--- config.mk ---
export PLATFORM = sky130hd
export DESIGN_NAME = mcsp_advance
export DESIGN_NICKNAME = d
export VERILOG_FILES = /design/src/rtl/core/mcsp_pkg.sv /design/src/rtl/core/mcsp_advance.sv
export SDC_FILE = /design/constraint.sdc
export NUM_CORES = 2
export LEC_CHECK = 0
export ABC_CLOCK_PERIOD_IN_PS = 3150
export BUFFER_PORTS_ARGS = -buffer_cell sky130_fd_sc_hd__buf_2
export CAP_MARGIN = 30
export CORE_MARGIN = 2
export CORE_UTILIZATION = 32
export CTS_CLUSTER_DIAMETER = 80
export CTS_CLUSTER_SIZE = 12
export DETAILED_ROUTE_END_ITERATION = 10
export GPL_TIMING_DRIVEN = 0
export SYNTH_ARGS = -nofsm -noshare
export SYNTH_HDL_FRONTEND = slang
export SYNTH_SLANG_ARGS = --single-unit
--- constraint.sdc ---
create_clock -name clk -period 3.15 [get_ports clk]
set_input_delay 0.7875 -clock clk [delete_from_list [all_inputs] [get_ports clk]]
set_output_delay 0.7875 -clock clk [all_outputs]
set_load 0.01 [all_outputs]
--- src/rtl/core/mcsp_pkg.sv ---
// ----------------------------------------------------------------------------
// mcsp_pkg
// Shared types, constants and round functions for the counter-state probe.
// ----------------------------------------------------------------------------
package mcsp_pkg;

    localparam int FIRST_PROBE_STEP_DEF  = 6;
    localparam int SECOND_PROBE_STEP_DEF = 8;
    localparam int ROUNDS                = 64;
    localparam int REG_IDX_W             = 3;
    localparam int REG_W                 = 64;

    // register indexes of the configuration port
    typedef enum logic [REG_IDX_W-1:0] {
        REG_A_HIGH = 3'd0,
        REG_A_LOW  = 3'd1,
        REG_B_HIGH = 3'd2,
        REG_B_LOW  = 3'd3,
        REG_C_HIGH = 3'd4,
        REG_C_LOW  = 3'd5
    } reg_idx_t;

    // width codes of a result
    localparam logic [1:0] CODE_NONE = 2'd0;
    localparam logic [1:0] CODE_A    = 2'd1;
    localparam logic [1:0] CODE_B    = 2'd2;
    localparam logic [1:0] CODE_C    = 2'd3;

    typedef logic [127:0] ctr_t;
    typedef logic [31:0]  word_t;

    typedef struct packed {
        word_t a;
        word_t b;
        word_t c;
        word_t d;
    } md5_st_t;

    localparam word_t H0 = 32'h67452301;
    localparam word_t H1 = 32'hefcdab89;
    localparam word_t H2 = 32'h98badcfe;
    localparam word_t H3 = 32'h10325476;

    localparam word_t MD5_K [ROUNDS] = '{
        32'hd76aa478, 32'he8c7b756, 32'h242070db, 32'hc1bdceee,
        32'hf57c0faf, 32'h4787c62a, 32'ha8304613, 32'hfd469501,
        32'h698098d8, 32'h8b44f7af, 32'hffff5bb1, 32'h895cd7be,
        32'h6b901122, 32'hfd987193, 32'ha679438e, 32'h49b40821,
        32'hf61e2562, 32'hc040b340, 32'h265e5a51, 32'he9b6c7aa,
        32'hd62f105d, 32'h02441453, 32'hd8a1e681, 32'he7d3fbc8,
        32'h21e1cde6, 32'hc33707d6, 32'hf4d50d87, 32'h455a14ed,
        32'ha9e3e905, 32'hfcefa3f8, 32'h676f02d9, 32'h8d2a4c8a,
        32'hfffa3942, 32'h8771f681, 32'h6d9d6122, 32'hfde5380c,
        32'ha4beea44, 32'h4bdecfa9, 32'hf6bb4b60, 32'hbebfbc70,
        32'h289b7ec6, 32'heaa127fa, 32'hd4ef3085, 32'h04881d05,
        32'hd9d4d039, 32'he6db99e5, 32'h1fa27cf8, 32'hc4ac5665,
        32'hf4292244, 32'h432aff97, 32'hab9423a7, 32'hfc93a039,
        32'h655b59c3, 32'h8f0ccc92, 32'hffeff47d, 32'h85845dd1,
        32'h6fa87e4f, 32'hfe2ce6e0, 32'ha3014314, 32'h4e0811a1,
        32'hf7537e82, 32'hbd3af235, 32'h2ad7d2bb, 32'heb86d391
    };

    localparam int MD5_ROT [16] = '{
        7, 12, 17, 22, 5, 9, 14, 20, 4, 11, 16, 23, 6, 10, 15, 21
    };

    // one step of the byte counter, byte 0 in the top bits
    function automatic ctr_t ctr_advance(input ctr_t c, input logic ordinary);
        ctr_t        r;
        logic        carry;
        logic [7:0]  old_b;
        r = c;
        if (ordinary)
        begin
            r = c + 128'd1;
        end
        else
        begin
            carry = 1'b1;
            for (int i = 0; i < 16; i++)
            begin
                old_b = c[8*i +: 8];
                r[8*i +: 8] = carry ? old_b + 8'd1 : old_b;
                if (old_b != 8'd0)
                begin
                    carry = 1'b0;
                end
            end
        end
        return r;
    endfunction

    // message word g of the single padded block holding 16 counter bytes
    function automatic word_t msg_word(input ctr_t m, input int g);
        word_t w;
        w = '0;
        if (g < 4)
        begin
            for (int j = 0; j < 4; j++)
            begin
                w[8*j +: 8] = m[127 - 8*(4*g + j) -: 8];
            end
        end
        else if (g == 4)
        begin
            w = 32'h0000_0080;
        end
        else if (g == 14)
        begin
            w = 32'h0000_0080;
        end
        return w;
    endfunction

    function automatic int msg_index(input int i);
        int g;
        if (i < 16)
        begin
            g = i;
        end
        else if (i < 32)
        begin
            g = (5*i + 1) % 16;
        end
        else if (i < 48)
        begin
            g = (3*i + 5) % 16;
        end
        else
        begin
            g = (7*i) % 16;
        end
        return g;
    endfunction

    function automatic word_t rotl(input word_t x, input int s);
        return (x << s) | (x >> (32 - s));
    endfunction

    function automatic md5_st_t md5_round(input md5_st_t s, input ctr_t m, input int i);
        md5_st_t r;
        word_t   f;
        word_t   t;
        if (i < 16)
        begin
            f = (s.b & s.c) | (~s.b & s.d);
        end
        else if (i < 32)
        begin
            f = (s.d & s.b) | (~s.d & s.c);
        end
        else if (i < 48)
        begin
            f = s.b ^ s.c ^ s.d;
        end
        else
        begin
            f = s.c ^ (s.b | ~s.d);
        end
        t   = s.a + f + MD5_K[i] + msg_word(m, msg_index(i));
        r.a = s.d;
        r.d = s.c;
        r.c = s.b;
        r.b = s.b + rotl(t, MD5_ROT[((i / 16) * 4) + (i % 4)]);
        return r;
    endfunction

    function automatic word_t bswap32(input word_t x);
        return {x[7:0], x[15:8], x[23:16], x[31:24]};
    endfunction

endpackage

--- src/rtl/core/mcsp_advance.sv ---
// ----------------------------------------------------------------------------
// mcsp_advance
// Counter pipeline: one counter step per stage, snapshots at both probe steps.
// ----------------------------------------------------------------------------
module mcsp_advance
    import mcsp_pkg::*;
#(
    parameter int FIRST_PROBE_STEP  = FIRST_PROBE_STEP_DEF,
    parameter int SECOND_PROBE_STEP = SECOND_PROBE_STEP_DEF
)
(
    input  logic clk,
    input  logic rst_n,
    input  logic en,
    input  logic valid_in,
    input  ctr_t ctr_in,
    input  logic mode_in,
    output logic valid_out,
    output ctr_t snap_f,
    output ctr_t snap_s
);

    localparam int LAST = (FIRST_PROBE_STEP > SECOND_PROBE_STEP) ?
                          FIRST_PROBE_STEP : SECOND_PROBE_STEP;

    logic vld_reg  [LAST+1];
    ctr_t ctr_reg  [LAST+1];
    ctr_t f_reg    [LAST+1];
    ctr_t s_reg    [LAST+1];
    logic mode_reg [LAST+1];

    always_ff @(posedge clk or negedge rst_n)
    begin
        if (!rst_n)
        begin
            vld_reg[0] <= 1'b0;
        end
        else if (en)
        begin
            vld_reg[0] <= valid_in;
        end
    end

    always_ff @(posedge clk)
    begin
        if (en)
        begin
            ctr_reg[0]  <= ctr_in;
            f_reg[0]    <= ctr_in;
            s_reg[0]    <= ctr_in;
            mode_reg[0] <= mode_in;
        end
    end

    for (genvar j = 1; j <= LAST; j++)
    begin : g_step
        ctr_t adv_next;
        assign adv_next = ctr_advance(ctr_reg[j-1], mode_reg[j-1]);

        always_ff @(posedge clk or negedge rst_n)
        begin
            if (!rst_n)
            begin
                vld_reg[j] <= 1'b0;
            end
            else if (en)
            begin
                vld_reg[j] <= vld_reg[j-1];
            end
        end

        always_ff @(posedge clk)
        begin
            if (en)
            begin
                ctr_reg[j]  <= adv_next;
                mode_reg[j] <= mode_reg[j-1];
                f_reg[j]    <= (j == FIRST_PROBE_STEP)  ? adv_next : f_reg[j-1];
                s_reg[j]    <= (j == SECOND_PROBE_STEP) ? adv_next : s_reg[j-1];
            end
        end
    end

    assign valid_out = vld_reg[LAST];
    assign snap_f    = f_reg[LAST];
    assign snap_s    = s_reg[LAST];

endmodule

==> reports/results.tsv <==
stage	metric	value	unit
outcome	status	complete, but fails checks	
outcome	violations	negative setup slack	
grt	grt_max_degree	177	
logic_synthesis	syn_area_per_cell	11.3	sq um
critical_path	cp-start-kind	flip-flop	
routing	antenna_left	0	
floorplanning	start_util	32.2	%
run	max-cap-violations	0	
grt	grt_pass1_wl	371	mm
floorplanning	core_area	243000	sq um
cts	clk_pin_slew	0.06	ns
logic_synthesis	yosysSeqAreaShare	54.6	%
sta	fin_ws	-0.0159	ns
cts	ctsHtreeMaxLevel	4	
floorplanning	rows	181	
cts	cts_tree	done	
logic_synthesis	synthTopCellsByArea	edfxtp_1 54%, xnor2_1 7.4%, ha_1 4.0%	
grt	first_global_vias	57100	
routing	drc	0	
logic_synthesis	ys.flop_type	edfxtp_1	
grt	gr-total-overflow	0	
cts	numCtsBuffers	148	
sta	worst_slew_pin_slew	1.07	ns
floorplanning	num_io_pins	390	
routing	wl_per_cell	22.7	microns
final_layout	area_growth	20.3	%
final_layout	layout.cells.non_filler	11100	
critical_path	critPathMaxStageDelay	0.65	ns
placement	dpl.cell_count	10600	
floorplanning	chipHeight	499	microns
logic_synthesis	synth_largest_area_cell	edfxtp_1	
logic_synthesis	syn-num-nets	7332	
critical_path	critPathSlowestCell	or4_4	
critical_path	endpoint_kind	flip-flop	
sta	finalHoldViolCount	0	
logic_synthesis	synthDominantCellAreaShare	54.3	%
floorplanning	dieArea	249000	sq um
routing	vias_per_cell	5.25	
final_layout	layout-drive-gt1-share	19.3	%
routing	drt_first_pass_iters	6	
critical_path	worstSetupPathType	reg2reg	
pwr	ir_drop	0.424	mV
pwr	leakage	33.2	nW
sta	period_needed	3.17	ns
sta	fmax	316	MHz
sta	finalMaxSlewViolations	0	
sta	finalSetupViolCount	2	
sta	holdWs	0.159	ns
sta	fin_worst_skew	0.0291	ns
cts	cts-root-buf	clkbuf_16	
placement	dp_hpwl	197	mm
routing	wl	251	mm
critical_path	cp.required	3.68	ns
logic_synthesis	synth_cell_types	99	
sta	relSlewSlack	28.4	%
critical_path	path_cells	inv_2, ha_4, or4b_4, nand4b_1, or4_4, nor4_4, buf_4, buf_6, a32oi_4, nor2_2, xnor2_1	
logic_synthesis	syn-cell-area	78300	sq um
hold_path	min_path_type	in2reg	
grt	grt_usage	19.6	%
logic_synthesis	ys_warn_count	0	
logic_synthesis	synthMostInstantiatedCell	edfxtp_1	
final_layout	largest_reg_flops	768	
routing	via_count	58100	
routing	first_iter_violations	4524	
logic_synthesis	synth_commonest_cells	1416 x edfxtp_1, 660 x xnor2_1, 606 x nand2_1, 513 x nand3_1, 445 x nand4_1	
floorplanning	dieWidth	499	microns
cts	clock_latency	0.80	ns
logic_synthesis	synth_seq_cells	1425	
pwr	p_per_area	463	nW/um^2
critical_path	crit_fanout	3	
logic_synthesis	syn_inst	6951	
logic_synthesis	synth_edf_count	1416	
grt	antenna_found_initial	0	
sta	rsz0062_at_grt	yes	
placement	port_buffers	389	
sta	finalCritPeriodShare	101	%
critical_path	crit_arrival	3.69	ns
logic_synthesis	synthArstFlopShare	0.632	%
cts	cts.sinks	1425	
final_layout	nFillCells	23700	
placement	gp_congestion	0.964	
final_layout	fin_nets	8191	
cts	cts.path.max_buffers	3	
[cells by family after synthesis]
| family | after synthesis | synth area share [%] |
|---|---|---|
| and+or+nand+nor | 3168 | 22.0 |
| DFF | 1425 | 54.6 |
| xor gates and xnor gates | 924 | 10.3 |
| AOI/OAI and AO/OA | 567 | 5.02 |
| buffers and inverters | 558 | 3.31 |
| adders and majority gates | 248 | 3.96 |
| muxes | 61 | 0.810 |
[worst paths after layout]
kind | startpoint | end | slack (ns) | depth (start not counted)
worst min register to register | f_reg[0][978] | f_reg[0][1106] | 0.41 | 0
worst max register to register | ctr_reg[0][665] | f_reg[0][871] | -0.02 | 11
max in group asynchronous | rst_n | vld_reg[4] | 2.60 | 2
worst min-delay path | ctr_in[105] | f_reg[0][105] | 0.16 | 1
worst max-delay path | ctr_reg[0][665] | f_reg[0][871] | -0.02 | 11
min in group asynchronous | rst_n | vld_reg[1] | 0.37 | 2
[cell type report]
cell class                      instances  area [sq um]  share of cell area, %
Inverter                              335          1270                   1.35
Timing Repair Buffer                  729          5010                   5.32
Clock inverter                         46           586                  0.622
Clock buffer                          162          3780                   4.01
Sequential cell                      1425         42700                   45.4
Multi-Input combinational cell       4968         35500                   37.7
Antenna cell                            1          2.50                0.00266
Buffer                                203          1310                   1.39
Tap cell                             3202          4010                   4.25
[routing by layer]
metal  share of wire (%)  track usage [%]
met1                  42             24.6
met2                  47             32.3
met3                 4.0             2.25
met4                 7.0             12.1
met5                   0                0
[through the flow]
stage          power, W  setup WS, ns  setup TNS [ns]  util [%]  instance area (sq um)
6_report         0.0436       -0.0159         -0.0187      38.7                  94200
5_1_grt          0.0454        -0.133           -1.49      38.7                  94200
4_1_cts          0.0441        -0.254           -2.88      37.9                  92200
3_5_place_dp     0.0274         -2.17        -1052.82      34.9                  85000
3_3_place_gp     0.0280        -20.28               -      34.6                  84300
2_1_floorplan    0.0254         0.217               0         -                  78300
[repair_timing]
action                                  in CTS  in global routing
endpoints found under the hold margin        9                  0
gates cloned                                 6                  2
endpoints found under the setup margin    1041                496
hold buffers                                 1                  0
pin swaps                                   76                 84
setup buffers                              148                123
resized for setup                          268                207
[placed cells by master (no fill, tap or decap), types with 184 or more instances in the layout]
master,Yosys,final
nand3_1,513,495
ha_1,248,244
xor2_1,264,264
inv_1,331,316
nand4_1,445,445
nor2_1,418,402
nand2_1,606,595
buf_4,128,408
buf_2,11,415
xnor2_1,660,657
and3_1,188,184
edfxtp_1,1416,1416
nor3_1,291,241
[worst max-delay path, delay by kind of cell (launching register included)]
kind,cells,cell delay (ns)
adders and majority gates,1,0.13
buffers and inverters,3,0.41
AOI/OAI and AO/OA,1,0.05
DFF,1,0.44
and+or+nand+nor,5,1.77
xor gates and xnor gates,1,0.10
[power breakdown]
part / total [W] / internal [W] / switching (W) / leakage, nW
logic: 0.00344 / 0.00144 / 0.00200 / 17.2
registers: 0.0238 / 0.0224 / 0.00149 / 14.0
clock network: 0.0163 / 0.00910 / 0.00725 / 2.11
total: 0.0436 / 0.0329 / 0.0107 / 33.2
Power figures use the tool's default switching activity.
